File: src/hw/rtl/block_table_pool_allocator_core_macros.svh
// Assertion macros used by the allocator core.
`ifndef BLOCK_TABLE_POOL_ALLOCATOR_CORE_MACROS_SVH
`define BLOCK_TABLE_POOL_ALLOCATOR_CORE_MACROS_SVH

// Same-cycle implication, checked on every rising edge outside reset.
`define BTPA_ASSERT_NOW(lbl, ante, cons, msg) \
  lbl: assert property (@(posedge clk) disable iff (!rst_n) (ante) |-> (cons)) else $error(msg);

// Next-cycle implication, checked on every rising edge outside reset.
`define BTPA_ASSERT_NEXT(lbl, ante, cons, msg) \
  lbl: assert property (@(posedge clk) disable iff (!rst_n) (ante) |=> (cons)) else $error(msg);

`endif

File: src/hw/rtl/btpa_div.sv
// Division by a constant through a reciprocal multiply, with a registered quotient.
module btpa_div #(
  parameter int NW      = 16,
  parameter int DIVISOR = 32
) (
  input  logic          clk,
  input  logic          load,
  input  logic [NW-1:0] dividend,
  output logic [NW-1:0] quotient
);

  // With the shift set to NW plus the rounded-up log2 of the divisor and the
  // reciprocal rounded up, the shifted product is the exact quotient for every
  // NW-bit dividend.
  localparam int     SH    = NW + $clog2(DIVISOR);
  localparam longint RECIP = ((longint'(1) << SH) + longint'(DIVISOR) - 1) /
                             longint'(DIVISOR);
  localparam int     MW    = NW + 1;
  localparam int     PW    = NW + MW;
  localparam logic [MW-1:0] RECIP_V = MW'(RECIP);

  logic [PW-1:0] prod;
  logic [NW-1:0] quotient_r, quotient_nxt;

  assign prod         = PW'(dividend) * PW'(RECIP_V);
  assign quotient_nxt = NW'(prod[PW-1:SH]);

  always_ff @(posedge clk) begin
    if (load) begin
      quotient_r <= quotient_nxt;
    end
  end

  assign quotient = quotient_r;

endmodule

File: config.mk
export PLATFORM = sky130hd
export DESIGN_NAME = btpa_div
export DESIGN_NICKNAME = d
export VERILOG_FILES = /design/src/hw/rtl/block_table_pool_allocator_core_macros.svh /design/src/hw/rtl/btpa_div.sv
export SDC_FILE = /design/constraint.sdc
export NUM_CORES = 1
export LEC_CHECK = 0
export BUFFER_PORTS_ARGS = -buffer_cell sky130_fd_sc_hd__buf_4
export CORE_AREA = 8 8 45 47
export CTS_BUF_LIST = sky130_fd_sc_hd__clkbuf_16
export DETAILED_ROUTE_END_ITERATION = 16
export DIE_AREA = 0 0 53 55
export SETUP_SLACK_MARGIN = 0.2
export SYNTH_ARGS = -nofsm -noshare
export SYNTH_HDL_FRONTEND = slang
export SYNTH_SLANG_ARGS = --single-unit
File: constraint.sdc
create_clock -name clk -period 0.94 [get_ports clk]
set_input_delay 0.188 -clock clk [delete_from_list [all_inputs] [get_ports clk]]
set_output_delay 0.188 -clock clk [all_outputs]
set_load 0.01 [all_outputs]
After elaboration in Yosys (flattened, before gate mapping)
Index checks and enable logic that the tools add are counted.
Widths: inputs -> output; s select.
{"block": "classes", "shifts": 0, "n_bitwise": 0, "n_eq_ne": 0, "n_mux": 0, "add_sub_neg": 0, "mul": 0, "reduce_logical": 0, "div": 0, "magnitude_cmp": 0}
{"block": "word_totals", "in_bits": 18, "romBits": 0, "register_bits": 11, "memories": 0, "elab_cells": 1, "out_inout_bits": 16, "latch_bits": 0, "ram_bits": 0}

Logic depth before layout (Yosys ltp)
Gate-level depths: netlist of run 1.
{"block": "depth", "depth_word": 0, "mapped_depth": 1, "mapped_depth_nobuf": 0}

Worst setup path after synthesis of run 1
Ideal clock, no wire load.
{"block": "synth_timing", "path_kind": "register to output", "startpoint": "register quotient_r[0] (netlist: quotient[0])", "endpoint": "output quotient[0]", "arrival_time_ns": 0.394, "n_path_buf": 0, "t_required_ns": 0.752, "path_slack_ns": 0.358, "path_stages_with_launch": 1, "cell_sequence": "edfxtp_1"}
{"element": "start, declared", "line": "btpa_div.sv:23", "source": "logic [NW-1:0] quotient_r, quotient_nxt;"}
{"element": "start signal, assigned", "line": "btpa_div.sv:30", "source": "quotient_r <= quotient_nxt;"}
{"element": "end, declared", "line": "btpa_div.sv:9", "source": "output logic [NW-1:0] quotient"}
No word-level cell between the ends.

Worst setup path in the final report of run 1
{"block": "layout_timing", "startpoint": "register quotient_r[7] (netlist: quotient[7])", "endpoint": "output quotient[7]"}
No word-level cell between the ends.

==> results by group, run 1 <==
Synthesis
  • Number of flip-flops and latches in the synthesized netlist: 11
  • Distinct cells, synth: 3
  • Number of warnings issued by yosys: 0
  • Part of the Yosys area used for sequential elements: 0.8889
  • Portion of synthesized cell area occupied by the leading cell type: 0.8889
  • Cell accounting for the most synthesized area: sky130_fd_sc_hd__edfxtp_1
  • Post-Synthesis Mean Instance Area: approximately 22 um^2
  • Main area contributors after synthesis: sky130_fd_sc_hd__edfxtp_1 89%, sky130_fd_sc_hd__buf_4 10%, sky130_fd_sc_hd__conb_1 1.0%
  • Cells after synthesis: 17
  • Netlist Area Pre-Place: between 300 and 400 um^2

Setup path
  • Type of element capturing the critical path: primary output
  • Source of the critical timing path: quotient[7]
  • Critical path destination: quotient[7]
  • Cell depth of the worst setup path: 1
  • CP max stage delay: about 0.37 ns
  • Data required, critical path: around 0.75 ns
  • Cells traversed along the worst timing path: buf_6
  • Top cell family by delay on the critical path: flip-flops
  • Startpoint type of the worst setup path: register
  • Kind of critical path: reg -> out
  • Slowest stage cell, crit path: sky130_fd_sc_hd__edfxtp_1
  • Worst Path Buf+Inv: 1
  • Arrival time worst endpoint: 0.74 ns
  • Critical path peak fanout: 1

Clock tree
  • CTS tree: done
  • CTS max path bufs: 2
  • Buffer type at the clock tree root: sky130_fd_sc_hd__clkbuf_16
  • Sinks on Clock Net: 11
  • H-Tree Level Count: 1
  • Total CTS buffers: 3
  • Clock Pin Slew Worst Setup and Hold Paths: 0.04 ns

Global routing
  • Via count of the first global-routing pass: between 200 and 300
  • Largest net degree at the start of global routing: 12
  • First-pass GRT wire length: roughly 1100 um
  • Remaining Overflow, GRT: 0
  • Initial antenna violation count: 0
  • All-layer global routing usage: 0.05811

Pwr
  • Worst ir drop on vdd: 0.8995 mV
  • Power after layout: 1.499 mW
  • Power density over the cells: about 2300 nW/um^2
  • Cell leakage power: 0.2904 nW

STA
  • RSZ-0062 raised after global routing: yes
  • Final-layout setup total negative slack: 0 ns
  • Setup-violating endpoint count in the final report: 0
  • Number of pins exceeding their max-slew limit in the final report: 0
  • Final hold vios: 0
  • Final cycle utilization of the critical path: 0.9881
  • Maximum clock rate: between 1 and 1.5 GHz
  • Minimum clock period after layout: 0.9288 ns

Die
  • Site Rows: 14
  • Area of the die: 2915 um^2
  • Die boundary height: approximately 55 um
  • Number of I/O pins: 34
  • Die Span X: ~53 um
  • Area of the core: between 1000 and 1500 um^2
  • Initial core utilization: 0.2685

Placement
  • Count of buffers from port buffering: 23
  • Routability Congestion: between 0.6 and 0.7
  • Detailed-placement wirelength estimate: approximately 650 um

Final layout
  • Commonest cells after routing, fill and taps aside: 12 x sky130_fd_sc_hd__buf_4, 11 x sky130_fd_sc_hd__buf_6, 11 x sky130_fd_sc_hd__edfxtp_1
  • Fillcell total: about 150
  • N_diodes: 0
  • Net count, final: 62
  • Growth of design area from synthesis to finish: 78.11%
  • Commonest non-fill, non-tap cell in the layout: sky130_fd_sc_hd__buf_4
  • Proportion of layout cells with a drive suffix above 1: 0.6047
  • Flip-flop count of the largest register, all copies and words added: 11
  • Area of the multi-input gates: between 15 and 20 um^2
  • Area taken by flip-flops and latches: 330.3 um^2

Worst hold path
  • Worst hold path startpoint: dividend[13]
  • Type of the most critical hold path: in -> reg

Detailed routing
  • DRC violations left: 0
  • Via count: about 230
  • Starting DRC count in detailed routing: 2
  • Total wire length: 815 um
  • Detail Route Antenna Nets: 0
  • Post-detailed-route wirelength per cell: 13.81 um
  • Number of iterations in the first detailed-routing pass: 2
  • Ratio of routed vias to standard cells: 3.932

Run
  • Max Cap Viol: 0

Outcome
  • Outcome: finished, final reports clean
==> what timing repair did <==
item                       4_1_cts  5_1_grt
cloned                           0        0
buffers inserted                 0        0
hold buffers                     0        0
setup endpoints to repair       11       11
resized for setup               11        0
==> report_power, final <==
part           switching [mW]  internal, mW  total [mW]
Clock                   0.187         0.556       0.743
Sequential             0.0159         0.587       0.603
Combinational          0.0580        0.0959       0.154
==> cell families (layout without fill, tap and decap cells) <==
family | count (synthesis) | count (layout) | share of synthesized area
DFF | 11 | 11 | 0.8889
buffers and inverters | 5 | 27 | 0.1010
other | 1 | 5 | 0.01009
==> worst min path at each step <==
stage	endpoint	cells after the start	slack [ns]
after floorplan	quotient[0]	0	0.29
after global placement	quotient[5]	1	0.37
after detailed placement	quotient[8]	1	0.37
after CTS	quotient[5]	1	0.12
after global routing	quotient[5]	1	0.12
final	quotient[8]	1	0.13
==> final cells by class <==
cell class / count / area share
Multi-Input combinational cell: 5 / 0.02836
Tap cell: 16 / 0.03025
Timing Repair Buffer: 23 / 0.3233
Sequential cell: 11 / 0.4991
Clock buffer: 3 / 0.1134
Clock inverter: 1 / 0.005671
==> cells in the mapped netlist, drive strengths merged <==
cell and count:
buf 5, conb 1, edfxtp 11
==> per-stage QoR <==
stage	util	area (um^2)	hold WS (ns)	setup slack [ns]	cells
3_5_place_dp	0.3915	541.8	0.3675	0.2503	55
3_3_place_gp	0.3915	541.8	0.3669	0.2549	55
4_1_cts	0.4783	661.9	0.1232	-0.0007869	59
5_1_grt	0.4783	661.9	0.1211	-0.03089	59
6_report	0.4783	661.9	0.1291	0.01116	59
2_1_floorplan	-	386.6	0.2869	0.3582	21
==> metal layers <==
layer / vias to the layer above / global-route usage / part of all wire
li1: 102 / - / -
met1: 103 / 0.05827 / 0.36
met2: 24 / 0.07617 / 0.41
met3: 3 / 0.03743 / 0.19
met4: 0 / 0.06466 / 0.037
met5: - / 0 / 0
No activity file was read; power rests on OpenSTA's default activity.
==> run 2, diff against run 1 <==
--- a/config.mk
+++ b/config.mk
@@ -6,10 +6,10 @@
 export NUM_CORES = 1
 export LEC_CHECK = 0
 export BUFFER_PORTS_ARGS = -buffer_cell sky130_fd_sc_hd__buf_4
-export CORE_AREA = 8 8 45 47
+export CORE_AREA = 8 8 48 50
 export CTS_BUF_LIST = sky130_fd_sc_hd__clkbuf_16
 export DETAILED_ROUTE_END_ITERATION = 16
-export DIE_AREA = 0 0 53 55
+export DIE_AREA = 0 0 56 58
 export SETUP_SLACK_MARGIN = 0.2
 export SYNTH_ARGS = -nofsm -noshare
 export SYNTH_HDL_FRONTEND = slang
==> results by group, run 2 (synthesis gave the netlist of run 1 again) <==
Outcome
  • Outcome: complete, but fails checks
  • Violations in the final reports: negative setup slack

Die
  • Number of I/O pins: 34
  • Area of the core: 1614 um^2
  • Die boundary height: about 58 um
  • Area of the die: approximately 3200 um^2
  • Initial core utilization: 0.2302
  • Site Rows: 15
  • Die Span X: 56 um

Setup path
  • Arrival time worst endpoint: between 0.7 and 0.8 ns
  • Startpoint type of the worst setup path: register
  • Critical path destination: quotient[2]
  • Kind of critical path: reg -> out
  • Worst Path Buf+Inv: 1
  • Data required, critical path: ~0.75 ns
  • Cells traversed along the worst timing path: buf_6
  • Critical path peak fanout: 1
  • Cell depth of the worst setup path: 1
  • CP max stage delay: 0.38 ns
  • Slowest stage cell, crit path: sky130_fd_sc_hd__edfxtp_1
  • Top cell family by delay on the critical path: flip-flops
  • Type of element capturing the critical path: primary output
  • Source of the critical timing path: quotient[2]

Final layout
  • Commonest cells after routing, fill and taps aside: 12 x sky130_fd_sc_hd__buf_4, 11 x sky130_fd_sc_hd__buf_6, 11 x sky130_fd_sc_hd__edfxtp_1
  • Flip-flop count of the largest register, all copies and words added: 11
  • Post-Route Utilization: 0.4109
  • Net count, final: 62
  • Growth of design area from synthesis to finish: 78.45%
  • N_diodes: 0
  • Proportion of layout cells with a drive suffix above 1: 0.6047
  • Commonest non-fill, non-tap cell in the layout: sky130_fd_sc_hd__buf_4

Clock tree
  • CTS max path bufs: 2
  • CTS tree: done
  • Hold-fix buffer count after cts: 0
  • Clock Pin Slew Worst Setup and Hold Paths: around 0.04 ns
  • Sinks on Clock Net: 11
  • Total CTS buffers: 3
  • H-Tree Level Count: 1
  • Buffer type at the clock tree root: sky130_fd_sc_hd__clkbuf_16

Pwr
  • Worst ir drop on vdd: between 0.7 and 0.8 mV
  • Power density over the cells: 2268 nW/um^2
  • Power after layout: roughly 1.5 mW
  • Cell leakage power: approximately 0.29 nW

Run
  • Max Cap Viol: 0

STA
  • Setup-violating endpoint count in the final report: 1
  • Final cycle utilization of the critical path: 1.003
  • Number of pins exceeding their max-slew limit in the final report: 0
  • Worst path setup slack after routing: -0.002416 ns
  • Minimum clock period after layout: 0.9424 ns
  • RSZ-0062 raised after global routing: yes
  • Final-layout worst hold slack: approximately 0.13 ns
  • Maximum clock rate: about 1.1 GHz
  • Final hold vios: 0

Detailed routing
  • Total wire length: roughly 890 um
  • Post-detailed-route wirelength per cell: 14.83 um
  • DRC violations left: 0
  • Ratio of routed vias to standard cells: roughly 3.9
  • Starting DRC count in detailed routing: 5
  • Number of iterations in the first detailed-routing pass: 2
  • Detail Route Antenna Nets: 0
  • Via count: ~230

Placement
  • Count of buffers from port buffering: 23
  • Worst setup timing slack at the placement stage: roughly 0.24 ns
  • Routability Congestion: 0.6791

Global routing
  • First-pass GRT wire length: roughly 1300 um
  • Via count of the first global-routing pass: approximately 250
  • All-layer global routing usage: 0.05821
  • Largest net degree at the start of global routing: 12
  • Remaining Overflow, GRT: 0
  • Initial antenna violation count: 0

Worst hold path
  • Type of the most critical hold path: in -> reg
[run 2: cell counts in the layout (fill, tap and decap cells not counted)]
No cell type changed its count.
[run 2: worst min path at each step]
stage	end	slack, ns	cells past startpoint	from
finish	quotient[10]	0.13	1	dividend[15]
global route	quotient[5]	0.12	1	dividend[10]
CTS	quotient[10]	0.12	1	dividend[15]
detailed placement	quotient[10]	0.37	1	dividend[15]
global placement	quotient[6]	0.37	1	dividend[11]
floorplan	quotient[0]	0.29	0	dividend[5]
[run 2: cell type report]
cell class | instances | area [um^2]
multi-input cells | 5 | 18.77
fillers | 154 | 950.9
clock inverters | 1 | 3.754
well taps | 17 | 21.27
repair buffers | 23 | 214.0
clock buffers | 3 | 75.07
flip-flops and latches | 11 | 330.3
[run 2: timing repair]
item | CTS | global route
gates resized for setup | 11 | 0
endpoints found under the setup margin | 11 | 11
buffers inserted | 0 | 0
endpoints found under the hold margin | 0 | 0
[run 2: through the flow]
stage                TNS [ns]  area [um^2]  std cells
finish              -0.002416        663.1         60
global route          -0.1230        663.1         60
CTS                  -0.01203        663.1         60
detailed placement          0        543.0         56
global placement            0        543.0         56
floorplan                   0        386.6         21
[run 2: layer usage]
layer  share of wire  global-route usage
met1            0.48             0.07455
met3            0.15             0.04585
met5               0                   0
met4           0.020             0.05155
met2            0.34             0.05547
[run 2: power by group]
part | total (mW) | internal, mW | switching (mW)
sequential | 0.603 | 0.587 | 0.0163
clock | 0.745 | 0.556 | 0.189
combinational | 0.156 | 0.0961 | 0.0600
==> run 3, diff against run 2 <==
--- a/config.mk
+++ b/config.mk
@@ -5,11 +5,11 @@
 export SDC_FILE = /design/constraint.sdc
 export NUM_CORES = 1
 export LEC_CHECK = 0
-export BUFFER_PORTS_ARGS = -buffer_cell sky130_fd_sc_hd__buf_4
+export ABC_AREA = 1
 export CORE_AREA = 8 8 48 50
-export CTS_BUF_LIST = sky130_fd_sc_hd__clkbuf_16
 export DETAILED_ROUTE_END_ITERATION = 16
 export DIE_AREA = 0 0 56 58
+export DONT_BUFFER_PORTS = 1
 export SETUP_SLACK_MARGIN = 0.2
 export SYNTH_ARGS = -nofsm -noshare
 export SYNTH_HDL_FRONTEND = slang
==> results by group, run 3 (synthesis gave the netlist of run 1 again) <==
Detailed routing
  • Post-route met1 wirelength: between 200 and 300 um
  • Detail Route Antenna Nets: 0
  • Via count: roughly 170
  • DRC violations left: 0
  • Starting DRC count in detailed routing: 2
  • Met3 routed wirelength: 207 um
  • Post-detailed-route wirelength per cell: roughly 17 um
  • Number of iterations in the first detailed-routing pass: 2
  • Ratio of routed vias to standard cells: ~3.8
  • Total wire length: ~720 um
  • Highest layer used for signal routing: met4
  • Sum of met2 wire segment lengths after detailed routing: approximately 250 um

Setup path
  • Arrival time worst endpoint: just under 0.7 ns
  • Startpoint type of the worst setup path: register
  • Data required, critical path: about 0.75 ns
  • Kind of critical path: reg -> out
  • Type of element capturing the critical path: primary output
  • Critical path peak fanout: 1

Pwr
  • Relative contribution of the clock network to total power: 0.311
  • Internal: 0.7662 mW
  • Net switching fraction of the power: 0.1890
  • Fraction of power consumed by sequential logic: 0.657
  • Power density over the cells: around 2100 nW/um^2
  • Cell leakage power: 0.1639 nW
  • Proportion of power drawn by combinational gates: 0.032
  • Power after layout: 0.9447 mW
  • Worst ir drop on vdd: ~0.38 mV
  • Power spent charging and discharging nets: about 0.18 mW

Placement
  • DP Area: around 370 um^2
  • Count of buffers from port buffering: 0
  • Worst setup timing slack at the placement stage: 0.3311 ns
  • Total placed cells including tap cells: 33
  • Detailed-placement wirelength estimate: around 650 um
  • Routability Congestion: 0.6292

STA
  • Final-layout setup total negative slack: 0 ns
  • Final-layout worst hold slack: approximately 0.025 ns
  • RSZ-0062 raised after global routing: yes
  • Number of pins exceeding their max-slew limit in the final report: 0
  • Final hold vios: 0
  • Worst path setup slack after routing: 0.05800 ns
  • Minimum clock period after layout: ~0.88 ns
  • Setup-violating endpoint count in the final report: 0
  • Maximum clock rate: between 1 and 1.5 GHz
  • Final cycle utilization of the critical path: 0.9383

Clock tree
  • CTS max path bufs: 2
  • H-Tree Level Count: 1
  • Post-cts repair resize count: 0
  • Total CTS buffers: 3
  • CTS tree: done
  • Clock Pin Slew Worst Setup and Hold Paths: 0.06 ns
  • Sinks on Clock Net: 11
  • Buffer type at the clock tree root: sky130_fd_sc_hd__clkbuf_4
  • Setup Fix Bufs, Post-CTS: 0

Outcome
  • Outcome: finished, final reports clean

Final layout
  • N_diodes: 0
  • Filler-free cell count of the finished design: 43
  • Growth of design area from synthesis to finish: 22.90%
  • Flip-flop count of the largest register, all copies and words added: 11
  • Proportion of layout cells with a drive suffix above 1: 0.1154
  • Commonest cells after routing, fill and taps aside: 11 x sky130_fd_sc_hd__edfxtp_1, 6 x sky130_fd_sc_hd__dlygate4sd3_1, 5 x sky130_fd_sc_hd__conb_1
  • Net count, final: 45
  • Commonest non-fill, non-tap cell in the layout: sky130_fd_sc_hd__edfxtp_1
  • Post-Route Utilization: 0.2829
  • Area of the multi-input gates: 18.77 um^2
  • Non-Filler Cell Area, Final: between 400 and 500 um^2
  • Area taken by flip-flops and latches: between 300 and 400 um^2
  • Fillcell total: 161

Global routing
  • Remaining Overflow, GRT: 0
  • Via count of the first global-routing pass: 151
  • All-layer global routing usage: 0.04794
  • First-pass GRT wire length: 1007 um
  • Largest net degree at the start of global routing: 12
  • Initial antenna violation count: 0

Die
  • Die Span X: ~56 um
  • Site Rows: 15
  • Initial core utilization: 0.2302
  • Area of the die: ~3200 um^2
  • Die boundary height: between 50 and 60 um
  • Area of the core: 1614 um^2
  • Number of I/O pins: 34

Worst hold path
  • Type of the most critical hold path: in -> reg

Run
  • Max Cap Viol: 0
## run 3: changes by cell type in the layout (fill, tap and decap cells not counted), sizes merged
cell,before,now
buf,23,0
inv,1,0
clkbuf,3,4
dlygate4sd3,0,6
## run 3: repair_timing
action                                  in CTS  in global routing
endpoints found under the hold margin        0                  6
cloned                                       0                  0
endpoints found under the setup margin      11                 11
hold buffers                                 0                  6
## run 3: layer usage
metal,global-route usage,vias to the layer above
met3,0.08515,2
li1,-,68
met5,0,-
met1,0.03275,69
met4,0.04124,0
met2,0.04754,26
## run 3: layout make-up
class / instances / share of cell area
repair buffers: 6 / 0.1315
multi-input cells: 5 / 0.04110
well taps: 17 / 0.04658
flip-flops and latches: 11 / 0.7233
clock buffers: 4 / 0.05753
## run 3: worst paths after layout
kind,start,end,slack [ns],depth (start not counted)
max,quotient[2],quotient[2],0.06,0
min,dividend[11],quotient[6],0.03,0
## run 3: power by group through the flow
| stage | registers [mW] | clock network [mW] | logic [mW] |
|---|---|---|---|
| after floorplan | 0.625 | 0 | 0.0241 |
| after detailed placement | 0.633 | 0 | 0.00862 |
| after global routing | 0.625 | 0.332 | 0.0328 |
| after CTS | 0.622 | 0.315 | 0.00862 |
| after global placement | 0.632 | 0 | 0.00862 |
| final | 0.620 | 0.294 | 0.0300 |
